File: src/design/cshc_pkg.sv
`timescale 1ns / 1ps

package cshc_pkg;

    // Table geometry. SLOTS must be a power of two so that the probe wraps by truncation.
    localparam int SLOTS      = 4096;
    localparam int SLOT_W     = $clog2(SLOTS);
    localparam int MAX_PROBES = 32;
    localparam int PROBE_W    = $clog2(MAX_PROBES + 1);

    localparam int WORD_W     = 32;
    localparam int OUT_SLOT_W = 12;
    localparam int S_TDATA_W  = 64;
    localparam int M_TDATA_W  = 144;
    localparam int CFG_IDX_W  = 1;

    localparam logic [WORD_W-1:0] MIX_MUL_A = 32'h7feb352d;
    localparam logic [WORD_W-1:0] MIX_MUL_B = 32'h846ca68b;
    localparam logic [WORD_W-1:0] SAT32     = 32'hffffffff;

    localparam logic [WORD_W-1:0] RANGE_BASE_RESET = 32'h00400000;
    localparam logic [WORD_W-1:0] RANGE_END_RESET  = 32'h02000000;

    typedef enum logic [CFG_IDX_W-1:0] {
        CFG_RANGE_BASE = 1'b0,
        CFG_RANGE_END  = 1'b1
    } cfg_index_t;

    typedef enum logic [1:0] {
        OUT_RANGE = 2'd0,
        OUT_NEW   = 2'd1,
        OUT_HIT   = 2'd2,
        OUT_FULL  = 2'd3
    } outcome_t;

    // One write into the slot stores.
    typedef struct packed {
        logic              en;
        logic [SLOT_W-1:0] addr;
        logic [WORD_W-1:0] key;
        logic [WORD_W-1:0] hits;
        logic [WORD_W-1:0] arg;
    } tbl_wr_t;

    // Read data of the slot stores, registered: valid in the cycle after the address.
    typedef struct packed {
        logic [WORD_W-1:0] key;
        logic [WORD_W-1:0] hits;
    } tbl_rd_t;

    function automatic logic [WORD_W-1:0] sat_inc(input logic [WORD_W-1:0] v);
        return (v == SAT32) ? v : v + WORD_W'(1);
    endfunction

endpackage

File: src/design/cshc_hash.sv
`timescale 1ns / 1ps

module cshc_hash (
    input  logic                         aclk,
    input  logic                         aresetn,
    input  logic                         start,
    input  logic [cshc_pkg::WORD_W-1:0]  addr_in,
    output logic                         hash_valid,
    output logic [cshc_pkg::WORD_W-1:0]  hash_out
);

    logic                        v1_reg, v2_reg;
    logic [cshc_pkg::WORD_W-1:0] p1_reg, p1_next;
    logic [cshc_pkg::WORD_W-1:0] p2_reg, p2_next;
    logic [cshc_pkg::WORD_W-1:0] x1, x2;

    // Each multiply keeps only its low word, as the mix is defined modulo 2^32.
    always_comb begin
        x1      = addr_in ^ (addr_in >> 16);
        p1_next = cshc_pkg::WORD_W'(x1 * cshc_pkg::MIX_MUL_A);
        x2      = p1_reg ^ (p1_reg >> 15);
        p2_next = cshc_pkg::WORD_W'(x2 * cshc_pkg::MIX_MUL_B);
    end

    always_ff @(posedge aclk) begin
        p1_reg <= p1_next;
        p2_reg <= p2_next;
        if (!aresetn) begin
            v1_reg <= 1'b0;
            v2_reg <= 1'b0;
        end else begin
            v1_reg <= start;
            v2_reg <= v1_reg;
        end
    end

    assign hash_valid = v2_reg;
    assign hash_out   = p2_reg ^ (p2_reg >> 16);

endmodule

File: config.mk
export PLATFORM = sky130hd
export DESIGN_NAME = cshc_hash
export DESIGN_NICKNAME = d
export VERILOG_FILES = /design/src/design/cshc_pkg.sv /design/src/design/cshc_hash.sv
export SDC_FILE = /design/constraint.sdc
export NUM_CORES = 1
export LEC_CHECK = 0
export CORE_MARGIN = 2
export CORE_UTILIZATION = 39
export DETAILED_ROUTE_END_ITERATION = 10
export DONT_BUFFER_PORTS = 1
export GPL_ROUTABILITY_DRIVEN = 0
export HOLD_SLACK_MARGIN = 0.1
export PLACE_DENSITY = 0.52
export SLEW_MARGIN = 20
export SYNTH_ARGS = -nofsm -noshare
export SYNTH_HDL_FRONTEND = slang
export SYNTH_SLANG_ARGS = --single-unit
File: constraint.sdc
create_clock -name aclk -period 8.8 [get_ports aclk]
set_input_delay 0 -clock aclk [delete_from_list [all_inputs] [get_ports aclk]]
set_output_delay 0 -clock aclk [all_outputs]
set_load 0.02 [all_outputs]
==> impl_metrics.toml <==
[placement]
port_buffers = 0
dp.cells = 2481
hpwl_um = 45300

[timing]
drv_slew = 0
max_freq_ghz = 0.139
fin_crit_ns = 7.17
setup_viol = 0
hold_violations = 0
tightest_slew_ns = 1.10
rsz0062_at_grt = "no"
fin_crit_sh_pct = 81.5
slew_headroom_pct = 26.1
skew_ns = 0.0141
tns_ns = 0

[final_layout]
area_growth_pct = 5.89
layout-drive-gt1-share_pct = 2.76
instances_no_fill = 2499
nFillCells = 4673
nets = 2629
antennaDiodeCount = 0

[global_routing]
overflow = 0
grt_pass1_wl_um = 77500
grt_use_total_pct = 21.0
antenna_found_initial = 0
grt_pass1_vias = 13400
grt_max_degree = 14

[clock_network]
clk_pin_slew_ns = 0.07
post-cts-setup-buffer-count = 0
htree_levels = 3
clk_path_buf_depth = 2
cts_tree = "yes"
numCtsBuffers = 9
cts_root_buffer = "clkbuf_16"
clock-sinks = 66
cts_resized = 0
clock_latency_ns = 0.37

[drt]
first_pass_iters = 5
drc = 0
vias = 12100
antenna_left = 0
drtIter0Drc = 514
met2WireLength_um = 24900
viasPerCell = 4.83
top_layer_used = "met4"
wl_met1_um = 21100
routed_wl_um = 49900
wl_met3_um = 1930
wl_per_cell_um = 20.0

[yosys]
yosys.area.top_type = "fa_1"
async_reset_ff_share_pct = 0
yosysUniqueCellTypes = 57
netlist_top_cells_area = "fa_1 (37%), ha_1 (25%), inv_1 (11%)"
avgSynthCellArea_um2 = 10.0
synth_nets = 2616
yosysWarningCount = 0
ys_ff_latch = 66
synth-edff-count = 0
synth_seq_area_share_pct = 7.05
synth-main-ff-cell = "dfxtp_1"
syn-cell-area_um2 = 18700
yosys.area.top_type_share_pct = 37.0
syn_inst = 1866

[worst_hold_path]
hold_class = "in -> reg"

[setup_path]
cpPeakStageDelay_ns = 0.64
path_class = "reg -> reg"
endpoint_kind = "register"
crit_arrival_ns = 7.43
path_cells = "xnor2_1 -> inv_1 -> ha_1 -> ha_1 -> fa_1 -> inv_1 -> fa_1 -> inv_1 -> fa_1 -> inv_1 -> fa_1 -> inv_1 -> fa_1 -> fa_1 -> ha_1 -> a21o_1 -> a21o_1 -> a221oi_1 -> a31oi_1 -> a211oi_1 -> o21ai_0 -> xor2_1"
cp_common_cell = "fa_1"
worstPathMaxFanout = 6
cp_data_required_time_ns = 9.06
path_delay_family = "adder cells"
crit_path_start_kind = "register"
r2r_slack_ns = 1.63
cp_slowest_cell = "xnor2_1"
cp_num_buf_inv = 5

[die]
die_w_um = 223
die_area_um2 = 49800
pin_count = 68
initial_core_util_pct = 39.4
die_y_um = 223
core_area_um2 = 47500
core.rowCount = 80

[run]
maxCapViolations = 0

[status]
status = "completed"
area by class of cell:
type / instances / area, um^2 / share of cell area, %
Clock inverter: 7 / 77.6 / 0.391
Timing Repair Buffer: 19 / 148 / 0.744
Multi-Input combinational cell: 1215 / 15200 / 76.4
Inverter: 568 / 2130 / 10.8
Clock buffer: 9 / 225 / 1.13
Sequential cell: 66 / 1320 / 6.66
Tap cell: 615 / 769 / 3.88
timing repair:
action                                 4_1_cts  5_1_grt
hold buffers                                 2        0
setup endpoints to repair                    0        0
endpoints found under the hold margin        2        0
cells in the final DEF (no fill, tap or decap), drive strengths merged, types with 4 or more instances in the layout:
master	instances
a211oi	10
a21o	30
a21oi	46
a31o	4
a31oi	6
and2	10
and3	7
buf	17
clkbuf	9
dfxtp	66
fa	346
ha	369
inv	570
nand2	32
nand2b	5
nand3	13
nand4	5
nor2	38
nor3	6
o211ai	5
o21a	11
o21ai	18
o21bai	5
or2	5
xnor2	138
xor2	68
logic make-up (layout without fill, tap and decap cells):
| logic type | Yosys count | count (layout) | share of synthesized area, % |
|---|---|---|---|
| AND/OR/NAND/NOR | 133 | 133 | 3.56 |
| flip-flops | 66 | 66 | 7.05 |
| buffers and inverters | 585 | 603 | 12.0 |
| adder cells (fa/ha/maj) | 715 | 715 | 61.6 |
| AO/OA/AOI/OAI | 158 | 158 | 5.66 |
| XOR/XNOR | 209 | 209 | 10.1 |
Yosys cell counts (5+ instances only):
cell type and instances:
nand3_1 13, nor2_1 38, a21o_1 30, xor2_1 67
or2_2 5, and3_1 7, buf_4 16, a31oi_1 6
o21ai_0 16, and2_1 10, o21a_1 11, dfxtp_1 66
a21oi_1 46, ha_1 369, nand2_1 32, a211oi_1 10
nand4_1 5, nand2b_1 5, nor3_1 6, fa_1 346
inv_1 567, xnor2_1 138, o211ai_1 5
metrics by stage:
stage	hold slack (ns)	instance area (um^2)	utilization [%]	worst slack (ns)
floorplan	0.122	18700	-	2.37
global placement	0.123	19500	41.0	1.68
detailed placement	0.125	19500	41.0	1.66
CTS	0.209	19800	41.7	1.63
global route	0.259	19800	41.7	1.33
finish	0.225	19800	41.7	1.63
path summary, 6_finish.rpt:
kind	from	end	cells after the start
max	p1_reg[24]$_DFF_P_	p2_reg[30]$_DFF_P_	22
min	addr_in[1]	p1_reg[1]$_DFF_P_	2
max reg2reg	p1_reg[24]$_DFF_P_	p2_reg[30]$_DFF_P_	22
min reg2reg	v1_reg$_SDFF_PN0_	hash_valid$_SDFF_PN0_	1
metal layers:
layer  up-vias  track usage [%]
met4         0             8.51
li1       5710                -
met2       291             37.2
met3        80             2.23
met5         -                0
met1      5993             26.3
Power is not shown: default switching activity piles up to over one toggle a cycle in this logic, so the estimate is an artifact.
